===== src/rtl/ramh_pkg.sv =====
// ----------------------------------------------------------------------------
// ramh_pkg: shared constants for the room allocator
// Field widths of the request and response streams and the default heap size.
// ----------------------------------------------------------------------------
package ramh_pkg;

   localparam int CAPACITY_DEFAULT = 1024;

   // Request fields.
   localparam int DEP_W = 32;
   localparam int TAG_W = 16;
   localparam int REQ_W = 2 * DEP_W + TAG_W;

   // Response fields: room and rooms_used are reported on 11 bits.
   localparam int OUT_W = 11;
   localparam int RSP_PAD_W = 2;
   localparam int RSP_W = 2 * OUT_W + TAG_W + RSP_PAD_W;

endpackage


===== src/rtl/ramh_level_cell.sv =====
// ----------------------------------------------------------------------------
// ramh_level_cell: one level of the min-heap
// Holds every entry of one heap level in two banks (even and odd offsets) and
// performs one step of a sift-down or sift-up, handing the moving entry to
// the neighbouring level in the following cycle.
// ----------------------------------------------------------------------------
module ramh_level_cell
   import ramh_pkg::*;
#(
   parameter int LEVEL = 1,
   parameter int CNT_W = 11
) (
   input  logic                     clock,
   input  logic                     reset,
   input  logic [CNT_W-1:0]         count_i,
   // Read request for this level, raised in the cycle before a token arrives.
   input  logic                     rd_en_i,
   input  logic [CNT_W-1:0]         rd_row_i,
   // Down token: entry wants the slot at level LEVEL-1, offset dtok_off_i.
   input  logic                     dtok_vld_i,
   input  logic [DEP_W+CNT_W-1:0]   dtok_val_i,
   input  logic [CNT_W-1:0]         dtok_off_i,
   // Up token: entry wants the slot at level LEVEL+1, offset utok_off_i.
   input  logic                     utok_vld_i,
   input  logic [DEP_W+CNT_W-1:0]   utok_val_i,
   input  logic [CNT_W-1:0]         utok_off_i,
   // Writes into this level from the level above and from the level below.
   input  logic                     wa_en_i,
   input  logic [CNT_W-1:0]         wa_off_i,
   input  logic [DEP_W+CNT_W-1:0]   wa_val_i,
   input  logic                     wb_en_i,
   input  logic [CNT_W-1:0]         wb_off_i,
   input  logic [DEP_W+CNT_W-1:0]   wb_val_i,
   // Towards the level below.
   output logic                     dtok_vld_o,
   output logic [DEP_W+CNT_W-1:0]   dtok_val_o,
   output logic [CNT_W-1:0]         dtok_off_o,
   output logic                     dn_rd_en_o,
   output logic [CNT_W-1:0]         dn_rd_row_o,
   output logic                     wd_en_o,
   output logic [CNT_W-1:0]         wd_off_o,
   output logic [DEP_W+CNT_W-1:0]   wd_val_o,
   // Towards the level above.
   output logic                     utok_vld_o,
   output logic [DEP_W+CNT_W-1:0]   utok_val_o,
   output logic [CNT_W-1:0]         utok_off_o,
   output logic                     up_rd_en_o,
   output logic [CNT_W-1:0]         up_rd_row_o,
   output logic                     wu_en_o,
   output logic [CNT_W-1:0]         wu_off_o,
   output logic [DEP_W+CNT_W-1:0]   wu_val_o,
   output logic                     fin_o
);

   localparam int ENT_W = DEP_W + CNT_W;
   localparam int ROW_W = (LEVEL > 1) ? LEVEL - 1 : 1;
   localparam int ROWS = 1 << ROW_W;
   localparam bit IS_LAST = (LEVEL == CNT_W - 1);
   localparam logic [CNT_W:0] LVL_BASE = {{CNT_W{1'b0}}, 1'b1} << LEVEL;

   logic [ENT_W-1:0] bank0_mem [ROWS];
   logic [ENT_W-1:0] bank1_mem [ROWS];
   logic [ENT_W-1:0] rd0_ff;
   logic [ENT_W-1:0] rd1_ff;

   logic             dtok_vld_ff, dtok_vld_in;
   logic [ENT_W-1:0] dtok_val_ff, dtok_val_in;
   logic [CNT_W-1:0] dtok_off_ff, dtok_off_in;
   logic             utok_vld_ff, utok_vld_in;
   logic [ENT_W-1:0] utok_val_ff, utok_val_in;
   logic [CNT_W-1:0] utok_off_ff, utok_off_in;

   logic             self_en;
   logic [CNT_W-1:0] self_off;
   logic [ENT_W-1:0] self_val;
   logic             wr_en;
   logic [CNT_W-1:0] wr_off;
   logic [ENT_W-1:0] wr_val;

   logic [CNT_W-1:0] d_co0, d_co1, d_mco;
   logic [CNT_W:0]   d_n0, d_n1;
   logic             d_c0v, d_c1v, d_sel1, d_swap;
   logic [ENT_W-1:0] d_min;
   logic [CNT_W-1:0] u_par;
   logic [ENT_W-1:0] u_pval;
   logic             u_swap;

   // Only one operation walks the heap at a time, so the write sources never
   // coincide.
   always_comb begin
      if (wa_en_i) begin
         wr_en  = 1'b1;
         wr_off = wa_off_i;
         wr_val = wa_val_i;
      end else if (wb_en_i) begin
         wr_en  = 1'b1;
         wr_off = wb_off_i;
         wr_val = wb_val_i;
      end else begin
         wr_en  = self_en;
         wr_off = self_off;
         wr_val = self_val;
      end
   end

   always_ff @(posedge clock) begin
      if (wr_en && !wr_off[0]) begin
         bank0_mem[wr_off[ROW_W:1]] <= wr_val;
      end
      if (wr_en && wr_off[0]) begin
         bank1_mem[wr_off[ROW_W:1]] <= wr_val;
      end
      if (rd_en_i) begin
         rd0_ff <= bank0_mem[rd_row_i[ROW_W-1:0]];
         rd1_ff <= bank1_mem[rd_row_i[ROW_W-1:0]];
      end
   end

   // Sift-down step: the two children of the parent slot sit in one row.
   assign d_co0  = {dtok_off_i[CNT_W-2:0], 1'b0};
   assign d_co1  = {dtok_off_i[CNT_W-2:0], 1'b1};
   assign d_n0   = LVL_BASE + {1'b0, d_co0};
   assign d_n1   = LVL_BASE + {1'b0, d_co1};
   assign d_c0v  = d_n0 <= {1'b0, count_i};
   assign d_c1v  = d_n1 <= {1'b0, count_i};
   assign d_sel1 = d_c1v && (rd1_ff < rd0_ff);
   assign d_min  = d_sel1 ? rd1_ff : rd0_ff;
   assign d_mco  = d_sel1 ? d_co1 : d_co0;
   assign d_swap = d_c0v && (d_min < dtok_val_i);

   // Sift-up step: the parent's bank is chosen by bit 1 of the child offset.
   assign u_par  = utok_off_i >> 1;
   assign u_pval = u_par[0] ? rd1_ff : rd0_ff;
   assign u_swap = u_pval > utok_val_i;

   always_comb begin
      dtok_vld_in = 1'b0;
      dtok_val_in = dtok_val_i;
      dtok_off_in = d_mco;
      dn_rd_en_o  = 1'b0;
      dn_rd_row_o = d_mco;
      utok_vld_in = 1'b0;
      utok_val_in = utok_val_i;
      utok_off_in = u_par;
      up_rd_en_o  = 1'b0;
      up_rd_row_o = u_par >> 2;
      wu_en_o     = 1'b0;
      wu_off_o    = dtok_off_i;
      wu_val_o    = dtok_val_i;
      wd_en_o     = 1'b0;
      wd_off_o    = utok_off_i;
      wd_val_o    = utok_val_i;
      self_en     = 1'b0;
      self_off    = d_mco;
      self_val    = dtok_val_i;
      fin_o       = 1'b0;
      if (dtok_vld_i) begin
         wu_en_o = 1'b1;
         if (d_swap) begin
            wu_val_o = d_min;
            if (IS_LAST) begin
               self_en = 1'b1;
               fin_o   = 1'b1;
            end else begin
               dtok_vld_in = 1'b1;
               dn_rd_en_o  = 1'b1;
            end
         end else begin
            fin_o = 1'b1;
         end
      end
      if (utok_vld_i) begin
         wd_en_o = 1'b1;
         if (u_swap) begin
            wd_val_o    = u_pval;
            utok_vld_in = 1'b1;
            up_rd_en_o  = 1'b1;
         end else begin
            fin_o = 1'b1;
         end
      end
   end

   always_ff @(posedge clock) begin
      if (reset) begin
         dtok_vld_ff <= 1'b0;
         utok_vld_ff <= 1'b0;
      end else begin
         dtok_vld_ff <= dtok_vld_in;
         utok_vld_ff <= utok_vld_in;
      end
      dtok_val_ff <= dtok_val_in;
      dtok_off_ff <= dtok_off_in;
      utok_val_ff <= utok_val_in;
      utok_off_ff <= utok_off_in;
   end

   assign dtok_vld_o = dtok_vld_ff;
   assign dtok_val_o = dtok_val_ff;
   assign dtok_off_o = dtok_off_ff;
   assign utok_vld_o = utok_vld_ff;
   assign utok_val_o = utok_val_ff;
   assign utok_off_o = utok_off_ff;

endmodule


===== config.mk =====
export PLATFORM = sky130hd
export DESIGN_NAME = ramh_level_cell
export DESIGN_NICKNAME = d
export VERILOG_FILES = /design/src/rtl/ramh_pkg.sv /design/src/rtl/ramh_level_cell.sv
export SDC_FILE = /design/constraint.sdc
export NUM_CORES = 1
export LEC_CHECK = 0
export ABC_AREA = 1
export BUFFER_PORTS_ARGS = -buffer_cell sky130_fd_sc_hd__buf_2
export CAP_MARGIN = 30
export CORE_AREA = 2 2 190 192
export DETAILED_ROUTE_END_ITERATION = 10
export DIE_AREA = 0 0 192 194
export HOLD_SLACK_MARGIN = 0.02
export MAX_ROUTING_LAYER = met4
export PLACE_DENSITY = 0.79
export RECOVER_POWER = 25
export SLEW_MARGIN = 20
export SYNTH_ARGS = -nofsm -noshare
export SYNTH_HDL_FRONTEND = slang
export SYNTH_SLANG_ARGS = --single-unit

===== constraint.sdc =====
create_clock -name clock -period 12.9 [get_ports clock]
set_input_delay 1.29 -clock clock [delete_from_list [all_inputs] [get_ports clock]]
set_output_delay 1.29 -clock clock [all_outputs]
set_load 0.01 [all_outputs]

==> results of run 1 <==
## logic make-up after synthesis
family	Yosys count	share of synthesized area
compound gates	310	0.0894
xor+xnor	7	0.00338
fa+ha+maj	139	0.0960
buf+inv	309	0.0765
flops	367	0.548
mux	86	0.0535
other cells	1	0.000207
simple gates	568	0.133
## cell usage in the layout, fill, tap and decap left out, drive strengths merged
cell	n
a2111oi	1
a211o	2
a21o	2
a21oi	144
a22oi	1
a31oi	1
a32oi	1
and2	1
buf	379
bufinv	2
clkbuf	139
clkinv	21
clkinvlp	1
conb	4
dfxtp	109
diode	4
edfxtp	258
ha	139
inv	187
mux2	86
nand2	384
nand3	22
nand3b	1
nand4	61
nor2	86
nor3	4
nor4	5
nor4b	2
o2111ai	2
o211ai	4
o21a	8
o21ai	142
o21bai	1
o221ai	1
or2	1
or4	1
xnor2	1
xor2	6
## final timing paths
kind	depth (start not counted)	endpoint	slack, ns	startpoint
min reg2reg	1	rd1_ff[42]	0.54	bank1_mem[1][42]
max	29	wu_val_o[4]	3.18	dtok_off_i[0]
min	1	rd1_ff[42]	0.54	bank1_mem[1][42]
max reg2reg	23	dtok_vld_o	6.57	rd0_ff[42]
## metrics by stage
stage | area (µm²) | std cells | setup slack (ns)
finish | 21600 | 2675 | 3.18
global placement | 20400 | 2597 | 3.61
floorplan | 18100 | 1790 | 6.55
detailed placement | 20500 | 2599 | 3.47
global route | 21600 | 2674 | 2.82
CTS | 21700 | 2671 | 3.42
## layout make-up
| class | count | area [µm²] | area share |
|---|---|---|---|
| clock inverter | 22 | 151 | 0.00701 |
| timing repair buffer | 468 | 2280 | 0.105 |
| tap | 461 | 577 | 0.0267 |
| clock buffer | 50 | 1080 | 0.0501 |
| sequential | 367 | 9930 | 0.460 |
| inverter | 189 | 709 | 0.0329 |
| antenna | 4 | 10.0 | 0.000464 |
| multi-input combinational | 1114 | 6860 | 0.318 |
## power by group
group	total, µW	switching (µW)	internal [µW]
sequential	1380	22.5	1360
combinational	600	394	205
clock	1080	452	633
total	3060	868	2190
## layer usage
metal | GRT usage | up-vias
li1 | - | 6887
met1 | 0.346 | 6955
met3 | 0.0494 | 114
met2 | 0.462 | 650
met4 | 0.0967 | 0
met5 | - | -
## critical path, delay by kind of cell
family          cells  cell delay, ns
fa+ha+maj           2            0.67
simple gates       12            2.48
buf+inv             7            2.11
xor+xnor            1            0.18
compound gates      7            1.52
## flip-flops by register name, indices dropped and copies added (netlist names), 10 cells and up
name / cells
rd1_ff: 43
dtok_off_o: 11
utok_val_o: 43
bank1_mem: 86
bank0_mem: 86
rd0_ff: 43
dtok_val_o: 43
utok_off_o: 10
==> metrics, run 1 <==
outcome=finished, violations left; failing checks=capacitance limit, slew limit; critical path type=in -> out; warnings from Yosys=0; data arrival time of the critical path=8.43 ns; routed vias/inst=5.46; CORE AREA=35,200 µm²; clock tree buffer depth=3; Pwr Total=3060 µW; Hold WC Path Type=reg -> reg; I/O pins=490; Final Hold Vio Count=0; cell count after synthesis=around 1.8k; top cells by count, synth=nand2_1 (379), edfxtp_1 (258), inv_1 (175); Leakage=0.00972 µW; Pwr per Cell Area=142 nW/µm²; Std-Cell Rows=69; clock root buffer=clkbuf_16; worst slew pin tran=3.69 ns; initial antenna violation count=3; Final min period=9.72 ns; Mapped Area=18,100 µm²; DPL Wire Length=36.1 mm; hold buffer count at cts=0; global route overflow=0; CTS Buf Count=40; Util after Layout=0.613; CTS tree=done; post-synthesis sequential area ratio=0.548; Setup TNS=0 ns; most frequent cell after synthesis=nand2_1; Slew Limit Fails=220; vias in the first global route=14.2k; VDD IR max=0.0979 mV; Setup-failing EPs final=0; total detailed-routing wirelength=51.8 mm; Top cell by count, worst path=nand2_1; Nets=2,564; DRT antenna net count=0; IO Port Bufs=~450; share of flip-flops with an asynchronous set or reset=0; P&R area growth vs syn=19.2%; postcts setup bufs=0; layout cells sized above 1=0.250; Max Cap Viol=4; chip height=194 µm; global-route wire length before repair=just under 80 mm; largest net degree at the start of global routing=89; H-Tree Depth=2; TritonRoute pass-1 iters=6; Final period util=0.754; die footprint=37,200 µm²; count of different cell masters after synthesis=46; WL per Instance=19.4 µm; worst hold margin=0.545 ns; Die X=192 µm; Setup Skew=between 0.015 and 0.02 ns; RSZ-0062 raised after global routing=false; drt drc=0; wire length on met2=25.3 mm; Vias=around 15k; max_slew headroom=-1.46; CP Launch Type=input port; #FFs+latches synth=367; top layer in use=met4; Avg Cell Area, Syn=a little over 10 µm²; clk_lat worst skew=0.54 ns; wire length on met3=between 4 and 5 mm; critical path fanouts, max=54; Required @ worst endpoint=about 12 ns; Initial Util=0.514; Critical-path top delay cell=nand3_4; main flop type after synthesis=edfxtp_1; largest cells by area after synthesis=edfxtp_1 (43%), dfxtp_1 (12%), ha_1 (9.6%); Placer Congestion=0.873; Synth top area share=0.428; Sink Count=between 300 and 400; Worst-path clk slew=0.06 ns; CP endpoint kind=output pin; post_cts resized=0; Yosys top cell by area=edfxtp_1; number of flops mapped to enable cells by yosys=258; Filler Cell Count=2,886; GRT Resource Usage Total=0.280; initial DRC count=~1.1k; max incr delay on CP=approximately 0.66 ns; Fmax=around 0.10 GHz; metal1 wirelength=about 21 mm
(Power assumes the default switching activity.)
==> run 2: changes to the inputs <==
- CORE_AREA: 2 2 190 192 -> unset
- CORE_UTILIZATION: unset -> 48
- DIE_AREA: 0 0 192 194 -> unset
- PLACE_DENSITY: 0.79 -> 0.77
- clock period: 12.9 -> 8.9 ns (I/O delays scaled with it)
==> run 2 against run 1 <==
Net effect:
- the flow still finishes with violations (capacitance limit, slew limit)
- register-to-register slack worse by 3.0 ns
- highest routed layer unchanged
- clock power up 63%
- clock skew up 0.0034 ns
- non-clock buffer count up 3
- critical path type unchanged
- largest power group unchanged
==> metrics, run 2 (same netlist as run 1, synthesis figures left out) <==
Max Cap Viol=3 (-1); routed vias/inst=5.35 (-1.9%); Util after Layout=0.592 (-0.0211); CP startpoint=dtok_off_i[0]; Hold Path Depth=1 (unchanged); Hold Startpoint=utok_val_i[5]; Leakage=0.00973 µW (+0.15%); Placer Congestion=0.854 (-2.2%); postcts setup bufs=0 (unchanged); area post-placement=20,600 µm² (+0.37%); VDD IR max=0.158 mV (+62%); Final min period=a little under 8 ns; commonest non-fill, non-tap cell in the layout=nand2_1; WL per Instance=19.2 µm (-0.59%); drt drc=0 (unchanged); clock tree buffer depth=3 (unchanged); max_slew headroom=-0.588 (+0.875); GRT Resource Usage Total=0.276 (-0.00392); DPL Wire Length=36.7 mm (+1.5%); TritonRoute pass-1 iters=5 (-1); critical path type=in -> out; DRT antenna net count=0 (unchanged); Die X=196 µm (+2.2%); Seq. cell area=9930 µm² (unchanged); failing checks=capacitance limit, slew limit; Setup Skew=0.0204 ns (+0.00342 ns); hold buffer count at cts=0 (unchanged); H-Tree Depth=2 (unchanged); I/O pins=490 (unchanged); Sink Count=367 (unchanged); FF-to-FF setup slack=3.57 ns (-3.00 ns); CP endpoint kind=output pin; Slew Limit Fails=121 (-45%); Setup TNS=0 ns (unchanged); Critical-path top delay cell=inv_2; initial DRC count=1,030 (-10%); worst slew pin tran=2.38 ns (-1.31 ns); design area=21,800 µm² (+1.1%); Nets=2,568 (+0.16%); RSZ-0062 raised after global routing=false; layout cells sized above 1=0.240 (-0.00936); post_cts resized=0 (unchanged); R2R Path End=dtok_vld_o; clock root buffer=clkbuf_16; fin cells=2,723 (+1.8%); Reg2Reg Depth=25 (+8.7%); P&R area growth vs syn=20.5%; vias in the first global route=14.1k (-0.66%); Hold WC Path Type=in -> reg; data arrival time of the critical path=6.94 ns (-1.49 ns); crit path capture=wu_val_o[2]; outcome=finished, violations left; global-route wire length before repair=77.9 mm (+1.0%); global route overflow=0 (unchanged); CTS Buf Count=41 (+2.5%); critical path fanouts, max=45 (-17%); Final period util=0.880; total detailed-routing wirelength=52.4 mm (+1.2%); Worst-path clk slew=0.06 ns (about the same); largest net degree at the start of global routing=50 (-44%); CORE AREA=36,900 µm² (+4.7%); worst flop-to-flop path startpoint=rd1_ff[38]; area of the multi-input gates=6860 µm² (unchanged); initial antenna violation count=3 (unchanged); max incr delay on CP=0.56 ns (-0.10 ns); Top cell by count, worst path=nand2_1; Pwr per Cell Area=213 nW/µm² (+50%); Fmax=0.128 GHz; Filler Cell Count=3,119 (+8.1%); clk_lat worst skew=0.56 ns (+0.02 ns); Initial Util=0.491 (-0.0230); Final Hold Vio Count=0 (unchanged); Inst Count DP=2,645 (+1.8%); Setup-failing EPs final=0 (unchanged); Std-Cell Rows=70 (+1.4%); IO Port Bufs=453 (unchanged); die footprint=38,500 µm² (+3.4%); Required @ worst endpoint=8.01 ns (-3.60 ns); CTS tree=done; most frequent cells in the layout=nand2_1 (379), buf_2 (334), edfxtp_1 (258); Vias=14.6k (-0.17%); chip height=196 µm (+1.2%); CP Launch Type=input port; Pwr Total=4640 µW (+51%)
run 2: cell count changes in the layout (fill, tap and decap cells not counted), sizes merged:
cell	change
bufinv	+4
clkinvlp	+1
clkinv	-3
clkbuf	+28
inv	+3
diode	-2
buf	-26
run 2: cell type report:
cell class	instances	share of cell area
diodes	2	0.000229
clock buffers	49	0.0508
flip-flops and latches	367	0.455
clock inverters	27	0.0137
well taps	504	0.0289
inverters	189	0.0325
multi-input cells	1114	0.314
repair buffers	471	0.105
run 2: how the worst min path moves through the flow:
stage	to	slack, ns
floorplan	rd0_ff[0]	0.52
global placement	rd1_ff[21]	0.52
detailed placement	rd0_ff[21]	0.53
CTS	utok_val_o[5]	0.42
global route	utok_val_o[7]	0.43
finish	utok_val_o[5]	0.45
run 2: critical path, delay by kind of cell:
family | cells | cell delay, ns
AOI/OAI and AO/OA | 2 | 0.26
xor gates and xnor gates | 1 | 0.17
adders and majority gates | 2 | 0.60
buffers and inverters | 8 | 1.49
and+or+nand+nor | 16 | 3.49
run 2: stage by stage:
step / hold WS [ns] / setup slack (ns)
5_1_grt: 0.429 / 0.562
4_1_cts: 0.423 / 1.19
6_report: 0.451 / 1.07
3_3_place_gp: 0.525 / 1.18
2_1_floorplan: 0.523 / 3.35
3_5_place_dp: 0.532 / 1.25
run 2: power by group:
part	switching, µW	total [µW]	leakage [µW]	internal, µW
clock	697	1760	0.000686	1070
sequential	32.9	2000	0.00335	1960
combinational	576	877	0.00570	301
total	1310	4640	0.00973	3330
run 2: per-layer routing:
layer	GRT usage	share of wire	up-vias
met5	-	0	-
met4	0.114	0.033	0
met3	0.0376	0.070	112
met2	0.444	0.48	663
met1	0.350	0.42	6913
li1	-	-	6893
